**config.mk**
```make
export PLATFORM = sky130hd
export DESIGN_NAME = response_frame_parser
export DESIGN_NICKNAME = d
export VERILOG_FILES = /design/src/rfp_pkg.sv /design/src/response_frame_parser.sv /design/src/rfp_front.sv /design/src/rfp_queue.sv /design/src/rfp_back.sv
export SDC_FILE = /design/constraint.sdc
export NUM_CORES = 1
export LEC_CHECK = 0
export BUFFER_PORTS_ARGS = -buffer_cell sky130_fd_sc_hd__buf_2
export CORE_MARGIN = 3
export CORE_UTILIZATION = 45
export CTS_CLUSTER_DIAMETER = 30
export DETAILED_ROUTE_END_ITERATION = 6
export GPL_TIMING_DRIVEN = 1
export MAX_ROUTING_LAYER = met4
export SKIP_CTS_REPAIR_TIMING = 1
export SYNTH_ARGS = -nofsm -noshare
export SYNTH_HDL_FRONTEND = slang
export SYNTH_SLANG_ARGS = --single-unit
```
**constraint.sdc**
```tcl
create_clock -name clk -period 9.3 [get_ports clk]
set_input_delay 0.465 -clock clk [delete_from_list [all_inputs] [get_ports clk]]
set_output_delay 0.465 -clock clk [all_outputs]
set_load 0.01 [all_outputs]
```
**src/rfp_pkg.sv**
```systemverilog
// Shared types, constants and helpers of the reply-frame parser.
// Used by every module under response_frame_parser; depends on nothing.
package rfp_pkg;

	localparam int BUF_DEPTH   = 64;
	localparam int IDX_W       = $clog2(BUF_DEPTH);
	localparam int CNT_W       = $clog2(BUF_DEPTH + 1);
	localparam int NUM_BANKS   = 2;
	localparam int BANK_W      = $clog2(NUM_BANKS);
	localparam int MEM_DEPTH   = NUM_BANKS * BUF_DEPTH;
	localparam int PCOUNT_W    = 6;
	localparam int LEN_W       = 9;

	localparam logic [7:0] CODE_READ   = 8'h03;
	localparam logic [7:0] CODE_WRITE  = 8'h06;
	localparam logic [7:0] CODE_EXT_LO = 8'h8A;
	localparam logic [7:0] CODE_EXT_HI = 8'h8E;

	localparam logic [7:0] READ_OVERHEAD = 8'd5;
	localparam logic [7:0] WRITE_LEN     = 8'd8;
	localparam logic [7:0] EXT_MIN_LEN   = 8'd4;

	// byte positions inside a frame
	localparam logic [CNT_W-1:0] POS_STATUS   = CNT_W'(3);
	localparam logic [CNT_W-1:0] POS_ADDR_LO  = CNT_W'(3);
	localparam logic [CNT_W-1:0] POS_VALUE_HI = CNT_W'(4);
	localparam logic [CNT_W-1:0] POS_VALUE_LO = CNT_W'(5);
	localparam logic [CNT_W-1:0] READ_START   = CNT_W'(3);
	localparam logic [CNT_W-1:0] EXT_START    = CNT_W'(4);
	localparam logic [CNT_W-1:0] HEADER_LEN   = CNT_W'(3);

	typedef struct packed {
		logic [BANK_W-1:0]   bank;
		logic [7:0]          code;
		logic [PCOUNT_W-1:0] pcount;
		logic [7:0]          status;
		logic [15:0]         reg_address;
		logic [15:0]         reg_value;
		logic [15:0]         check;
	} frame_desc_t;

	typedef struct packed {
		logic                    en;
		logic [BANK_W+IDX_W-1:0] addr;
		logic [7:0]              data;
	} buf_wr_t;

	function automatic logic known_code(input logic [7:0] c);
		return (c == CODE_READ) || (c == CODE_WRITE) ||
			((c >= CODE_EXT_LO) && (c <= CODE_EXT_HI));
	endfunction

	function automatic logic [LEN_W-1:0] total_len(input logic [7:0] code,
			input logic [7:0] third);
		logic [LEN_W-1:0] len;
		if (code == CODE_READ) begin
			len = LEN_W'(third) + LEN_W'(READ_OVERHEAD);
		end else if (code == CODE_WRITE) begin
			len = LEN_W'(WRITE_LEN);
		end else if (third < EXT_MIN_LEN) begin
			len = LEN_W'(EXT_MIN_LEN);
		end else begin
			len = LEN_W'(third);
		end
		return len;
	endfunction

endpackage

```
**src/response_frame_parser.sv**
```systemverilog
// Top level of the reply-frame parser: address register, front end, descriptor
// queue and back end. Uses rfp_pkg, rfp_front, rfp_queue and rfp_back.
//
//   channel  direction  handshake              payload
//   in       to block   in_valid / in_ready    rx_byte
//   out      from block out_valid / out_ready  frame_code .. last (one payload byte)
//   cfg      to block   cfg_valid / cfg_ready  cfg_data (device address)
//
// The front end takes one received byte per cycle while a buffer bank is free.
// Each result is made in the back end by a buffer read (B_FETCH) and then a
// presentation (B_SHOW). A frame of n payload bytes gives max(n, 1) results.
// Two buffer banks let the next frame be collected while the previous drains;
// with both banks queued, in_ready drops until the older frame is fully taken.
// Reset returns to header hunting with an empty queue and address 1.
module response_frame_parser import rfp_pkg::*; (
	input  logic                clk,
	input  logic                arst_n,
	input  logic                in_valid,
	output logic                in_ready,
	input  logic [7:0]          rx_byte,
	output logic                out_valid,
	input  logic                out_ready,
	output logic [7:0]          frame_code,
	output logic [PCOUNT_W-1:0] payload_count,
	output logic [PCOUNT_W-1:0] byte_position,
	output logic [7:0]          payload_byte,
	output logic [7:0]          frame_status,
	output logic [15:0]         reg_address,
	output logic [15:0]         reg_value,
	output logic [15:0]         check_value,
	output logic                last,
	input  logic                cfg_valid,
	output logic                cfg_ready,
	input  logic [7:0]          cfg_data
);

	logic [7:0]  device_address_q;
	logic        q_full, q_empty, push, pop;
	frame_desc_t push_desc, head;
	buf_wr_t     buf_wr;

	assign cfg_ready = 1'b1;

	always_ff @(posedge clk or negedge arst_n) begin
		if (!arst_n) begin
			device_address_q <= 8'h01;
		end else if (cfg_valid && cfg_ready) begin
			device_address_q <= cfg_data;
		end
	end

	rfp_front u_front (
		.clk            (clk),
		.arst_n         (arst_n),
		.in_valid       (in_valid),
		.in_ready       (in_ready),
		.rx_byte        (rx_byte),
		.device_address (device_address_q),
		.q_full         (q_full),
		.push           (push),
		.push_desc      (push_desc),
		.buf_wr         (buf_wr)
	);

	rfp_queue u_queue (
		.clk       (clk),
		.arst_n    (arst_n),
		.push      (push),
		.push_desc (push_desc),
		.pop       (pop),
		.full      (q_full),
		.empty     (q_empty),
		.head      (head)
	);

	rfp_back u_back (
		.clk           (clk),
		.arst_n        (arst_n),
		.buf_wr        (buf_wr),
		.q_empty       (q_empty),
		.head          (head),
		.pop           (pop),
		.out_valid     (out_valid),
		.out_ready     (out_ready),
		.frame_code    (frame_code),
		.payload_count (payload_count),
		.byte_position (byte_position),
		.payload_byte  (payload_byte),
		.frame_status  (frame_status),
		.reg_address   (reg_address),
		.reg_value     (reg_value),
		.check_value   (check_value),
		.last          (last)
	);

`ifndef SYNTHESIS
	a_show_needs_frame: assert property (@(posedge clk) disable iff (!arst_n)
		out_valid |-> !q_empty)
		else $error("result shown with no queued frame");

	a_no_push_when_full: assert property (@(posedge clk) disable iff (!arst_n)
		push |-> !q_full)
		else $error("descriptor pushed into a full queue");

	a_empty_frame_single: assert property (@(posedge clk) disable iff (!arst_n)
		(out_valid && payload_count == '0) |-> (last && payload_byte == 8'h00 &&
		byte_position == '0))
		else $error("empty frame not reported as one final result");

	a_position_in_range: assert property (@(posedge clk) disable iff (!arst_n)
		(out_valid && payload_count != '0) |-> (byte_position < payload_count))
		else $error("byte position beyond payload count");
`endif

endmodule

```
**src/rfp_front.sv**
```systemverilog
// Front end: hunts for a frame header, collects the frame, writes payload bytes
// into the frame buffer and hands a frame descriptor to the queue. Uses rfp_pkg.
module rfp_front import rfp_pkg::*; (
	input  logic        clk,
	input  logic        arst_n,
	input  logic        in_valid,
	output logic        in_ready,
	input  logic [7:0]  rx_byte,
	input  logic [7:0]  device_address,
	input  logic        q_full,
	output logic        push,
	output frame_desc_t push_desc,
	output buf_wr_t     buf_wr
);

	typedef enum logic [1:0] {
		PH_HUNT    = 2'b01,
		PH_COLLECT = 2'b10
	} phase_t;

	phase_t             phase_q;
	logic [7:0]         recent0_q, recent1_q;
	logic [CNT_W-1:0]   count_q;
	logic [7:0]         kind_q, len_q;
	logic [7:0]         prev_q, status_q;
	logic [15:0]        reg_address_q, reg_value_q;
	logic [BANK_W-1:0]  wbank_q;

	logic               accept, hit, done, is_read, is_write;
	logic [CNT_W-1:0]   cnt_next, start;
	logic [7:0]         status_n;
	logic [LEN_W-1:0]   hdr_len;

	assign in_ready = !q_full;
	assign accept   = in_valid && in_ready;
	assign is_read  = (kind_q == CODE_READ);
	assign is_write = (kind_q == CODE_WRITE);

	assign hdr_len  = total_len(recent0_q, rx_byte);
	assign hit      = (recent1_q == device_address) && known_code(recent0_q) &&
		(hdr_len <= LEN_W'(BUF_DEPTH));
	assign cnt_next = count_q + CNT_W'(1);
	assign done     = (phase_q == PH_COLLECT) &&
		(LEN_W'(cnt_next) >= total_len(kind_q, len_q));
	assign status_n = (count_q == POS_STATUS) ? rx_byte : status_q;
	assign start    = is_read ? READ_START : EXT_START;

	// payload (and harmless trailing) bytes go to the buffer at offset from start
	always_comb begin
		buf_wr.en   = accept && (phase_q == PH_COLLECT) && !is_write && (count_q >= start);
		buf_wr.addr = {wbank_q, IDX_W'(count_q - start)};
		buf_wr.data = rx_byte;
	end

	always_comb begin
		push_desc.bank        = wbank_q;
		push_desc.code        = kind_q;
		push_desc.pcount      = '0;
		push_desc.status      = '0;
		push_desc.reg_address = '0;
		push_desc.reg_value   = '0;
		push_desc.check       = {rx_byte, prev_q};
		if (is_read) begin
			push_desc.pcount = PCOUNT_W'(len_q);
		end else if (is_write) begin
			push_desc.reg_address = reg_address_q;
			push_desc.reg_value   = reg_value_q;
		end else begin
			push_desc.pcount = (len_q > READ_OVERHEAD) ?
				PCOUNT_W'(len_q - READ_OVERHEAD) : '0;
			push_desc.status = status_n;
			push_desc.check  = {8'h00, rx_byte};
		end
	end

	assign push = accept && done;

	always_ff @(posedge clk or negedge arst_n) begin
		if (!arst_n) begin
			phase_q   <= PH_HUNT;
			recent0_q <= '0;
			recent1_q <= '0;
			count_q   <= '0;
			kind_q    <= '0;
			len_q     <= '0;
			wbank_q   <= '0;
		end else if (accept) begin
			case (phase_q)
				PH_HUNT: begin
					if (hit) begin
						phase_q <= PH_COLLECT;
						count_q <= HEADER_LEN;
						kind_q  <= recent0_q;
						len_q   <= rx_byte;
					end else begin
						recent1_q <= recent0_q;
						recent0_q <= rx_byte;
					end
				end
				PH_COLLECT: begin
					count_q <= cnt_next;
					if (done) begin
						phase_q   <= PH_HUNT;
						recent0_q <= '0;
						recent1_q <= '0;
						count_q   <= '0;
						wbank_q   <= wbank_q + BANK_W'(1);
					end
				end
				default: begin
					phase_q <= PH_HUNT;
				end
			endcase
		end
	end

	// field capture, no reset needed
	always_ff @(posedge clk) begin
		if (accept) begin
			prev_q   <= rx_byte;
			status_q <= status_n;
			if (phase_q == PH_HUNT) begin
				reg_address_q[15:8] <= rx_byte;
			end else begin
				if (count_q == POS_ADDR_LO) reg_address_q[7:0] <= rx_byte;
				if (count_q == POS_VALUE_HI) reg_value_q[15:8] <= rx_byte;
				if (count_q == POS_VALUE_LO) reg_value_q[7:0] <= rx_byte;
			end
		end
	end

endmodule

```
**src/rfp_queue.sv**
```systemverilog
// Two-entry descriptor queue between front and back, one entry per buffer bank.
// Uses rfp_pkg.
module rfp_queue import rfp_pkg::*; (
	input  logic        clk,
	input  logic        arst_n,
	input  logic        push,
	input  frame_desc_t push_desc,
	input  logic        pop,
	output logic        full,
	output logic        empty,
	output frame_desc_t head
);

	frame_desc_t        entry_q [NUM_BANKS];
	logic [BANK_W-1:0]  wr_ptr_q, rd_ptr_q;
	logic [BANK_W:0]    cnt_q;

	assign full  = (cnt_q == (BANK_W+1)'(NUM_BANKS));
	assign empty = (cnt_q == '0);
	assign head  = entry_q[rd_ptr_q];

	always_ff @(posedge clk or negedge arst_n) begin
		if (!arst_n) begin
			wr_ptr_q <= '0;
			rd_ptr_q <= '0;
			cnt_q    <= '0;
		end else begin
			if (push) wr_ptr_q <= wr_ptr_q + BANK_W'(1);
			if (pop) rd_ptr_q <= rd_ptr_q + BANK_W'(1);
			case ({push, pop})
				2'b10:   cnt_q <= cnt_q + (BANK_W+1)'(1);
				2'b01:   cnt_q <= cnt_q - (BANK_W+1)'(1);
				default: cnt_q <= cnt_q;
			endcase
		end
	end

	always_ff @(posedge clk) begin
		if (push) entry_q[wr_ptr_q] <= push_desc;
	end

endmodule

```
**src/rfp_back.sv**
```systemverilog
// Back end: holds the banked frame buffer and drains one queued frame as a
// sequence of payload results. Uses rfp_pkg.
module rfp_back import rfp_pkg::*; (
	input  logic                clk,
	input  logic                arst_n,
	input  buf_wr_t             buf_wr,
	input  logic                q_empty,
	input  frame_desc_t         head,
	output logic                pop,
	output logic                out_valid,
	input  logic                out_ready,
	output logic [7:0]          frame_code,
	output logic [PCOUNT_W-1:0] payload_count,
	output logic [PCOUNT_W-1:0] byte_position,
	output logic [7:0]          payload_byte,
	output logic [7:0]          frame_status,
	output logic [15:0]         reg_address,
	output logic [15:0]         reg_value,
	output logic [15:0]         check_value,
	output logic                last
);

	typedef enum logic [2:0] {
		B_IDLE  = 3'b001,
		B_FETCH = 3'b010,
		B_SHOW  = 3'b100
	} back_state_t;

	logic [7:0]          mem [MEM_DEPTH];
	logic [7:0]          rdata_q;
	back_state_t         state_q;
	logic [PCOUNT_W-1:0] pos_q;
	logic                is_last;

	assign is_last = (head.pcount == '0) || ((pos_q + PCOUNT_W'(1)) == head.pcount);

	always_ff @(posedge clk) begin
		if (buf_wr.en) mem[buf_wr.addr] <= buf_wr.data;
		rdata_q <= mem[{head.bank, IDX_W'(pos_q)}];
	end

	assign out_valid     = (state_q == B_SHOW);
	assign pop           = out_valid && out_ready && is_last;
	assign frame_code    = head.code;
	assign payload_count = head.pcount;
	assign byte_position = pos_q;
	assign payload_byte  = (head.pcount == '0) ? 8'h00 : rdata_q;
	assign frame_status  = head.status;
	assign reg_address   = head.reg_address;
	assign reg_value     = head.reg_value;
	assign check_value   = head.check;
	assign last          = is_last;

	always_ff @(posedge clk or negedge arst_n) begin
		if (!arst_n) begin
			state_q <= B_IDLE;
			pos_q   <= '0;
		end else begin
			case (state_q)
				B_IDLE: begin
					pos_q <= '0;
					if (!q_empty) state_q <= B_FETCH;
				end
				B_FETCH: begin
					state_q <= B_SHOW;
				end
				B_SHOW: begin
					if (out_ready) begin
						if (is_last) begin
							state_q <= B_IDLE;
						end else begin
							pos_q   <= pos_q + PCOUNT_W'(1);
							state_q <= B_FETCH;
						end
					end
				end
				default: begin
					state_q <= B_IDLE;
				end
			endcase
		end
	end

endmodule
```
== Word-level counts from Yosys, hierarchy flattened ==
Memory sizes are Yosys's and may differ from the RTL's. A register that Yosys moved wholly into a read port is not among the register bits.
Cells that the tools add are included.
Storage, ports and cells
  flip-flop bits (word level): 111
  bits in latches: 0
  RAM bits: 1166
  bits in read-only memories: 0
  input port bits: 21
  output and inout port bits: 88
  logic and storage cells: 134
  memories: 2
Memory list
  u_back.mem: depth 128, width 8, rd ports 1, clocked after Yosys merged registers in 1, write ports 1, RTL line rfp_back.sv:29  | logic [7:0] mem [MEM_DEPTH];
  u_queue.entry_q: depth 2, width 71, rd ports 1, clocked after Yosys merged registers in 0, write ports 1, RTL line rfp_queue.sv:14  | frame_desc_t entry_q [NUM_BANKS];
Cells by class
  add/sub/neg operators: 11
  multiply operators: 0
  div/mod/pow operators: 0
  magnitude comparators: 8
  eq/ne operators: 23
  shifts and indexed selects: 0
  muxes and demuxes: 38
  bitwise operators: 1
  reductions and logical operators: 32
Operators with widths (count)
  56-bit two-way mux: 1
  8-bit two-way mux: 7
  9-bit two-way mux: 4
  32-bit two-way mux: 1
  8-bit one-hot mux with 2 select lines: 2
  6-bit two-way mux: 4
  3-bit AND reduction: 8
  8-bit by 3-bit adder with 9-bit output, second input constant: 2
  8-bit by 2-bit == test with 1-bit output, second input constant: 2
  8-bit by 3-bit == test with 1-bit output, second input constant: 2
  8-bit by 3-bit < comparator with 1-bit output, second input constant: 2
  16-bit two-way mux: 1
  7-bit by 3-bit == test with 1-bit output, second input constant: 2
  14-bit two-way mux: 1
  7-bit two-way mux: 2
  7-bit one-hot mux with 2 select lines: 1
  6-bit one-hot mux with 2 select lines: 1
  1-bit logical AND: 11
  7-bit by 9-bit greater-or-equal comparator with 1-bit output: 1
  9-bit by 7-bit less-or-equal comparator with 1-bit output, second input constant: 1
  3-bit two-way mux: 3
  3-bit one-hot mux with 3 select lines: 1
  8-bit == test: 1
  8-bit greater-or-equal comparator, second input constant: 1
  30 further kinds: 51

== Depth between registers and ports, before layout ==
Gate-level depths: netlist of run 1.
  depth in word-level cells: 9
  gate-level depth with buffers: 18

== Modules after synthesis ==
From an unflattened synthesis of run 1, not the netlist that was laid out.
Second synthesis, totals
  cell total of the unflattened synthesis: 2874
  area total of the unflattened synthesis: 52326.4 µm²
Modules (own cells, without submodules)
  rfp_back: times used 1, cells each 2134, area each 41320.9 µm²
  rfp_queue: times used 1, cells each 237, area each 5657.9 µm²
  rfp_front: times used 1, cells each 484, area each 5003.5 µm²
  response_frame_parser: times used 1, cells each 19, area each 344.1 µm²

== Least setup slack after synthesis of run 1 ==
No wires, ideal clock.
  path kind: register to register
  from: register u_front.kind_q[3]
  to: memory u_queue.entry_q[0][0] (netlist bit), enable pin
  arrival time: 6143 ps
  required time: 8800 ps
  setup slack: 2656 ps
  cell stages (with the launch flop): 14
  path through: dfrtp_1 > or4b_4 > nor4_1 > and2_1 > nand2_1 > mux2_2 > ha_1 > nand2_1 > o31ai_1 > a211o_1 > and3_2 > and3_1 > inv_1 > nor2_1
Between the ends
  word-level cells in the longest chain between the ends: 8
RTL lines
  start, declared: RTL line rfp_front.sv:24  | logic [7:0] kind_q, len_q;
  start signal, assigned: RTL line rfp_front.sv:93  | kind_q <= recent0_q;
  8-bit by 3-bit == test with 1-bit output: RTL line rfp_pkg.sv:58  | end else if (code == CODE_WRITE) begin
  9-bit two-way mux: RTL line rfp_pkg.sv:58
  9-bit two-way mux (*): RTL line rfp_pkg.sv:56  | if (code == CODE_READ) begin
  7-bit by 9-bit greater-or-equal comparator with 1-bit output (*): RTL line rfp_front.sv:44  | (LEN_W'(cnt_next) >= total_len(kind_q, len_q));
  1-bit logical AND (*): RTL line rfp_front.sv:43  | assign done = (phase_q == PH_COLLECT) &&
  1-bit logical AND (*): RTL line rfp_front.sv:76  | assign push = accept && done;
  1-bit two-way mux (*): RTL line rfp_queue.sv:39  | if (push) entry_q[wr_ptr_q] <= push_desc;
  1-bit two-way mux (not written as such) (*): RTL line rfp_queue.sv:39
  end, declared: RTL line rfp_queue.sv:14
Every way passes the cells marked *; elsewhere a longest branch is shown, timed or not.

== Final worst setup path of run 1 ==
  from: register u_front.kind_q[3]
  to: memory u_back.mem[101][0], enable pin
Between the ends
  word-level cells in the longest chain between the ends: 6
RTL lines
  8-bit by 2-bit == test with 1-bit output or 8-bit by 3-bit == test with 1-bit output (tied branches): RTL line rfp_front.sv:36, rfp_front.sv:37
  3-bit two-way mux or 1-bit zero test (tied branches): RTL line rfp_front.sv:46, rfp_front.sv:50
  7-bit by 3-bit greater-or-equal comparator with 1-bit output or 1-bit logical AND (tied branches): RTL line rfp_front.sv:50  | buf_wr.en = accept && (phase_q == PH_COLLECT) && !is_write && (count_q >= start);
  1-bit logical AND: RTL line rfp_front.sv:50
  1-bit two-way mux: RTL line rfp_back.sv:38  | if (buf_wr.en) mem[buf_wr.addr] <= buf_wr.data;
  1-bit two-way mux (not written as such): RTL line rfp_back.sv:38
  end, declared: RTL line rfp_back.sv:29
Parallel ways exist; a longest one is shown, timed or not.

==> summary by stage, run 1 <==
CTS
The clock insertion delay at the later pin of the skew report is 0.78 ns. After clock tree synthesis, the clock-pin slew on the worst setup and hold paths is 0.06 ns. TritonCTS created 222 clock buffers. The H-tree was split into 4 levels. The buffer depth of the longest clock path is 3. The clock net sink count is 1285. TritonCTS built the clock tree. The master cell of the clock root buffer is sky130_fd_sc_hd__clkbuf_16.

Power and ir drop
Power spread over the standard cell area amounts to 258 nW/um2. Cell internal power was estimated by the tool at 12.1 mW. Of the total power, the share spent switching nets is 0.234. The design draws 15.8 mW. The sequential cell fraction of total power is 0.418. The leakage power is 20.0 nW. In this run the power spent charging and discharging nets is 3.70 mW. Of the total power, combinational logic draws 0.059. IR analysis of the VDD net gives a maximum drop of 0.000184 V.

The clock network power share is 0.523.

Layout
The area growth from synthesis to layout is 19.8%. The final layout contains 2829 nets. The core utilization of the finished layout is 0.548. The share of final-layout standard cells stronger than drive strength 1 is 0.331.

STA
In this run the tightest slew margin relative to its limit is 0.0875. The final number of hold-violating endpoints is 0. Setup violations remaining at the end of the flow were counted as 0. The minimum clock period is 6.06 ns. On the final layout, the worst hold slack is 0.0834 ns. The highest clock frequency the design can meet is 0.165 GHz. At the pin with the least slew margin, the transition time is 1.36 ns. For the final database, setup skew stands at 0.0647 ns. Of the available clock period, the critical path in the final layout requires 0.651. Setup repair after global routing left no endpoint under its margin.

The summed negative setup slack over all endpoints is 0 ns. The number of pins with negative max-slew slack in the final report is 0.

Yosys
When the netlist entered floorplanning its net count stood at 2597. For this run, the leading register cell type out of synthesis is sky130_fd_sc_hd__edfxtp_1. The count of warnings emitted by yosys is 0. The number of cells produced by synthesis is 2554. The portion of the post-synthesis area used by sequential elements is 0.748. Averaged over all synthesized cells, the footprint is 20.0 um2. For this run, asynchronously set or reset flops after synthesis account for 0.0490. Synthesis inferred 1285 register bits. The area share of the leading cell type in the synthesized netlist is 0.714. Synthesis instantiated 65 different standard cells from the library. By area the synthesized netlist is led by sky130_fd_sc_hd__edfxtp_1 (71%), sky130_fd_sc_hd__mux4_2 (13%), sky130_fd_sc_hd__dfrtp_1 (2.9%), sky130_fd_sc_hd__mux2_2 (2.4%), sky130_fd_sc_hd__nor2_1 (1.2%). The synthesized design spends more area on one cell type than any other, namely sky130_fd_sc_hd__edfxtp_1. The count of flip-flops with a built-in enable after synthesis is 1214. The mapped netlist covers 51000 um2.

Detailed routing
The detailed router's first-iteration violation count is 2278. The routed wirelength normalized by instance count is 26.9 um. The routed wire length is 120 mm.

The number of remaining DRC errors is 0. Before antenna repair, the detailed router went through 5 iterations. In this run the remaining antenna-violating nets after routing total 0. The detail-routed via count per cell is 5.72. The via count is 25600.

Floorplan
The number of top-level pins is 109. The height of the die is 343 um. The die width is 343 um. The effective utilization at floorplan is 0.457. The standard cell core area is 112000 um2. The die area is 117000 um2.

After floorplanning, the core was divided into 122 placement rows.

GRT
The number of global-route vias before repair is 26300. Entering global routing, the biggest net connects 130 pins. The overall track demand over capacity in global routing is 0.215.

The number of antenna violations at the first check in global routing was 3. The first global-routing pass estimated 180 mm of wire. Summed over all layers, the global routing overflow is 0.

Min path
The class of the tightest hold or removal check is in -> reg. The worst hold path cell count is 2.

Worst setup path
The worst setup path is of the reg -> reg kind. The number of cells on the worst reg-to-reg path is 10. In this run the worst path has a maximum fanout of 16. The type of origin of the critical path is a flip-flop. The worst path arrival time is 6.45 ns.

Data on the critical path is required at its endpoint by 9.69 ns. The kind of capture point of the worst setup path is a flip-flop.

Placement
In this run the tool buffered the top-level ports with 107 buffer cells. Summed over all nets, the half-perimeter wirelength after detailed placement is 71.6 mm. The congestion estimate from routability-driven global placement came to 0.916.

Run
Max-cap violations in this run came to 0.

Outcome
The flow ran to the end, and the final reports show no timing, DRC or antenna violations.
[kinds of logic after synthesis]
kind of cell,count (synthesis),share of synthesized area
AO/OA/AOI/OAI,101,0.0143
XOR/XNOR,37,0.00635
adder cells (fa/ha/maj),22,0.00554
buffers and inverters,167,0.0133
flip-flops,1285,0.748
multiplexers,455,0.167
other,1,0.0000735
AND/OR/NAND/NOR,486,0.0447
[flip-flops by register name, summed over array words and instances (netlist names), 6 cells and up]
| signal | cells |
|---|---|
| device_address_q | 8 |
| u_back.byte_position | 6 |
| u_back.mem | 1024 |
| u_back.rdata_q | 8 |
| u_front.count_q | 7 |
| u_front.kind_q | 8 |
| u_front.len_q | 8 |
| u_front.prev_q | 8 |
| u_front.recent0_q | 8 |
| u_front.recent1_q | 8 |
| u_front.reg_address_q | 16 |
| u_front.reg_value_q | 16 |
| u_front.status_q | 8 |
| u_queue.entry_q | 142 |
[cell usage after synthesis (all sizes together), types with 3 or more instances]
cell type and instances:
a31oi 9, clkbuf 97, ha 21, xnor2 22, mux4 304, o21ai 17, nand2b 8, mux2 117
a22oi 3, and2b 4, nor2 164, or3 10, a211oi 4, nor2b 27, o2111a 3, dfstp 3
a21o 5, nor4 6, mux2i 34, xor2 15, and3 8, nor3 7, buf 42, nand2 128
o221ai 10, nand3 42, o22ai 3, o211ai 5, and2 57, nor3b 3, a21oi 11, nand4 15
dfrtp 60, o31ai 4, edfxtp 1214, a31o 3, inv 28, o21a 3, dfxtp 8, a32oi 8
[cell type report]
| type | instances | area, um2 |
|---|---|---|
| Antenna cell | 1 | 2.50 |
| Clock buffer | 243 | 5760 |
| Clock inverter | 180 | 2090 |
| Fill cell | 8456 | 50400 |
| Inverter | 28 | 108 |
| Multi-Input combinational cell | 1102 | 12200 |
| Sequential cell | 1285 | 38200 |
| Tap cell | 1488 | 1860 |
| Timing Repair Buffer | 147 | 918 |
[per-stage QoR]
step | cells | area, um2 | setup slack [ns]
3_5_place_dp | 4040 | 53200 | 3.23
2_1_floorplan | 2554 | 51000 | 2.66
4_1_cts | 4463 | 61100 | 3.22
3_3_place_gp | 4040 | 53200 | 3.58
5_1_grt | 4473 | 61200 | 2.93
6_report | 4474 | 61200 | 3.24
[power by group through the flow]
stage	clock network [mW]	logic [mW]	registers (mW)
global placement	0	0.907	6.72
detailed placement	0	0.936	6.73
finish	8.26	0.931	6.61
CTS	8.39	0.939	6.61
floorplan	0	0.654	6.65
global route	8.68	1.02	6.63
[worst max-delay path, stage by stage (launching register included)]
cell                       delay [ns]
sky130_fd_sc_hd__dfrtp_1         0.40
sky130_fd_sc_hd__or4b_4          0.58
sky130_fd_sc_hd__nor4_1          1.10
sky130_fd_sc_hd__inv_1           0.18
sky130_fd_sc_hd__ha_1            0.39
sky130_fd_sc_hd__a21oi_1         0.09
sky130_fd_sc_hd__o21bai_1        0.40
sky130_fd_sc_hd__o2111a_1        0.28
sky130_fd_sc_hd__nor2b_1         0.39
sky130_fd_sc_hd__nand3_2         0.89
sky130_fd_sc_hd__nor2_1          0.93
[path summary, 6_finish.rpt]
| check | slack, ns | to | startpoint |
|---|---|---|---|
| worst max-delay path | 3.24 | u_back.mem[101][0] | u_front.kind_q[3] |
| worst max register to register | 3.24 | u_back.mem[101][0] | u_front.kind_q[3] |
| worst min register to register | 0.49 | u_queue.entry_q[0][63] | u_front.kind_q[1] |
| worst min-delay path | 0.08 | device_address_q[1] | cfg_valid |
| min in group asynchronous | 0.42 | u_front.recent1_q[1] | arst_n |
| max in group asynchronous | 8.19 | u_queue.rd_ptr_q | arst_n |
[cells in the final DEF (no fill, tap or decap), types with 7 or more instances in the layout]
cell                            Yosys  final
sky130_fd_sc_hd__buf_4              1     35
sky130_fd_sc_hd__mux2_4             9      9
sky130_fd_sc_hd__xor2_1            15     15
sky130_fd_sc_hd__a31oi_1            9      9
sky130_fd_sc_hd__a32oi_1            8      8
sky130_fd_sc_hd__mux2i_1           34     34
sky130_fd_sc_hd__dfrtp_1           60     56
sky130_fd_sc_hd__nand2_1          127    123
sky130_fd_sc_hd__xnor2_1           22     21
sky130_fd_sc_hd__bufinv_16          0     22
sky130_fd_sc_hd__and2_1            57     56
sky130_fd_sc_hd__nand2b_1           8      8
sky130_fd_sc_hd__a21oi_1           11     11
sky130_fd_sc_hd__o221ai_1          10     10
sky130_fd_sc_hd__clkinv_4           0     25
sky130_fd_sc_hd__dlygate4sd3_1      0     10
sky130_fd_sc_hd__clkinv_8           0      7
sky130_fd_sc_hd__mux2_2           108    108
sky130_fd_sc_hd__edfxtp_1        1214   1214
sky130_fd_sc_hd__dfxtp_1            8      8
sky130_fd_sc_hd__clkinv_2           0     24
sky130_fd_sc_hd__or3_1             10     10
sky130_fd_sc_hd__nand3_1           42     38
sky130_fd_sc_hd__inv_1             28     27
sky130_fd_sc_hd__clkbuf_16          0    227
sky130_fd_sc_hd__and3_1             7      7
sky130_fd_sc_hd__clkinvlp_4         0     24
sky130_fd_sc_hd__nor2_1           164    163
sky130_fd_sc_hd__nor3_1             7      7
sky130_fd_sc_hd__buf_2              9     99
sky130_fd_sc_hd__inv_6              0     47
sky130_fd_sc_hd__clkbuf_1          97     14
sky130_fd_sc_hd__mux4_2           304    304
sky130_fd_sc_hd__nor2b_1           27     27
sky130_fd_sc_hd__nand4_1           15     15
sky130_fd_sc_hd__ha_1              21     21
sky130_fd_sc_hd__inv_8              0     17
sky130_fd_sc_hd__o21ai_0           17     17
[per-layer routing]
| metal | wire length [um] | GRT usage | vias up |
|---|---|---|---|
| met3 | 7980 | 0.0395 | 197 |
| li1 | - | - | 10900 |
| met5 | 0 | - | - |
| met2 | 58100 | 0.329 | 1078 |
| met4 | 2830 | 0.0654 | 0 |
| met1 | 51300 | 0.296 | 13400 |
(Power assumes the default switching activity.)
==> inputs of run 2 (changes only) <==
==> constraint.sdc (replaced) <==
create_clock -name clk -period 5.2 [get_ports clk]
set_input_delay 0.26 -clock clk [delete_from_list [all_inputs] [get_ports clk]]
set_output_delay 0.26 -clock clk [all_outputs]
set_load 0.01 [all_outputs]
==> summary by stage, run 2 (synthesis results as in run 1) <==
Outcome
The run finished with clean final reports.

Layout
The core utilization of the finished layout is 0.565. The share of final-layout standard cells stronger than drive strength 1 is 0.339. The sequential cell area is 38200 um2. The largest registers in the layout are u_back.mem x1024, u_queue.entry_q x142.

More flip-flops sit in one register than any other, and that register is u_back.mem. The number of filler instances in the final layout is 8144. The register with the most flip-flops in the layout has 1024 of them. Leaving out fill and tap cells, the most frequent cell in the layout is sky130_fd_sc_hd__edfxtp_1. In the final design database the tool counted 2948 nets. Leaving out fill and tap cells, the most frequent cells in the layout are sky130_fd_sc_hd__edfxtp_1 (1214), sky130_fd_sc_hd__mux4_2 (304), sky130_fd_sc_hd__clkbuf_16 (283).

Relative to the synthesized area, the layout overhead comes to 23.5%. The multi-input logic area is 12200 um2.

CTS
The root buffer cell chosen for the clock tree is sky130_fd_sc_hd__clkbuf_16. The clock-pin slew of the registers on the worst-case setup and hold paths is 0.05 ns. The buffer depth of the longest clock path is 4.

The count of H-tree levels built during CTS is 5. The clock insertion delay at the later pin of the skew report is 0.83 ns. The clock net sink count is 1285.

The TritonCTS clock tree is built. The total CTS buffers is 276.

Detailed routing
Wires add up to 122 mm. The detailed router's first-iteration violation count is 2537. Using the TritonRoute via totals, the vias-per-cell ratio works out to 5.70. The first detailed-routing pass ran for 5 iterations. The count of nets left with antenna violations once routing finished came out at 0. The number of remaining DRC errors is 0. The via count is 26200. After detailed routing, the average wire length per cell comes to 26.5 um.

Power and ir drop
Of the total power, the share spent switching nets is 0.214. The sequential cell fraction of total power is 0.387. The clock network power share is 0.557. Internal power comes to 24.0 mW. The analysis attributes to net switching a power of 6.53 mW.

The design draws 30.6 mW. Across the VDD grid, the largest voltage drop is 0.000295 V. The logic gate share of total power is 0.056.

Dividing total power by cell area gives a power density of 485 nW/um2. The leakage power is 20.9 nW.

Min path
The path class of the tightest hold or removal check is in -> reg.

Worst setup path
The critical path goes through or4b_4, nor4_1, buf_4, inv_1, ha_1, a21oi_1, o21bai_1, or3_1, xnor2_1, buf_4, nand3_1, nor2_1. The number of buffers and inverters on the critical path is 3. The data required time of the worst path is 5.62 ns. The worst path arrival time is 5.26 ns. The cell at the slowest stage of the critical path is sky130_fd_sc_hd__nor2_1. STA classifies the critical path endpoint as a flip-flop. Among the stages of the critical path, the cell type that occurs most often is sky130_fd_sc_hd__buf_4.

The worst setup path is of the reg -> reg kind. Of all nets on the critical path, the largest fanout is 8. STA classifies the critical path startpoint as a flip-flop. For this run, the slowest stage of the critical path takes 0.71 ns.

In this design, the largest share of critical-path delay is due to simple AND/OR/NAND/NOR gates.

Placement
The number of I/O port buffers is 107. The HPWL after detailed placement is 72.8 mm. Timing analysis after detailed placement gives a worst setup slack of 0.497 ns.

Routability-driven placement finished with a final weighted congestion of 0.927.

GRT
Entering global routing, the biggest net connects 108 pins. The final global-route overflow total is 0. The number of antenna violations at the first check in global routing is 3. The number of global-route vias before repair is 27300. The first-pass GRT wire length is 182 mm. For this run, the total global-route usage over all layers was measured as 0.217.

STA
The worst max-slew margin expressed relative to the limit is 0.144. The highest clock frequency the design can meet is 0.206 GHz. The setup slack after layout is 0.357 ns.

Setup repair after global routing left no endpoint under its margin. For the pin with the worst max-slew slack, the measured transition is 1.28 ns. Setup violations remaining at the end of the flow were counted as 0. The number of pins with negative max-slew slack in the final report was 0.

Subtracting the final worst setup slack from the clock period gives 4.84 ns. The final cycle utilization of the critical path is 0.931. Clock skew on the completed layout was measured at 0.0445 ns. The final number of hold-violating endpoints was 0. The summed negative setup slack over all endpoints is 0 ns.

Floorplan
The die width is 343 um. The height of the die is 343 um. The die area is 117000 um2. The number of top-level pins is 109. Row generation in the floorplan step produced 122 rows.

The effective utilization at floorplan is 0.457. The total area inside the core boundary comes to 112000 um2.

Run
The max-cap violation count is 0.
[run 2: cell count changes in the layout (fill, tap and decap cells not counted), sizes merged]
cell / before / now
buf: 137 / 189
clkinv: 66 / 67
diode: 1 / 3
inv: 96 / 51
bufinv: 22 / 35
clkinvlp: 24 / 29
clkbuf: 243 / 321
dlygate4sd3: 10 / 23
[run 2: area by class of cell]
class,instances,share of cell area
Clock buffer,321,0.115
Sequential cell,1285,0.606
Antenna cell,3,0.000119
Inverter,28,0.00171
Timing Repair Buffer,212,0.0244
Multi-Input combinational cell,1102,0.193
Clock inverter,154,0.0298
Tap cell,1488,0.0295
[run 2: per-layer routing]
layer	wire, um	part of all wire	vias up	GRT usage
met3	9070	0.075	242	0.0480
li1	-	-	11100	-
met1	50800	0.42	13700	0.293
met4	3150	0.026	0	0.0679
met5	0	0	-	-
met2	58700	0.48	1127	0.332
[run 2: final timing paths]
kind	cells after the start	from	endpoint	slack, ns
worst max-delay path	12	u_front.kind_q[3]	u_back.mem[127][7]	0.36
worst max register to register	12	u_front.kind_q[3]	u_back.mem[127][7]	0.36
worst min-delay path	1	rx_byte[1]	u_back.mem[127][1]	0.003
worst min register to register	0	u_front.kind_q[5]	u_queue.entry_q[0][67]	0.49
min in group asynchronous	3	arst_n	device_address_q[5]	0.17
max in group asynchronous	3	arst_n	u_back.byte_position[1]	4.33
[run 2: power groups by stage]
| stage | clock network (mW) | registers, mW | logic [mW] |
|---|---|---|---|
| after floorplan | 0 | 11.9 | 1.17 |
| after global placement | 0 | 12.0 | 1.64 |
| after detailed placement | 0 | 12.0 | 1.68 |
| after CTS | 17.3 | 11.8 | 1.69 |
| after global routing | 17.8 | 11.9 | 1.84 |
| final | 17.0 | 11.8 | 1.70 |
[run 2: per-stage QoR]
| step | hold WS (ns) | cell area (um2) | cells |
|---|---|---|---|
| final | 0.00310 | 63000 | 4593 |
| after global routing | 0.0147 | 63000 | 4592 |
| after CTS | -0.388 | 62800 | 4567 |
| after detailed placement | 0.483 | 53700 | 4092 |
| after global placement | 0.464 | 53700 | 4092 |
| after floorplan | -0.0356 | 51000 | 2554 |
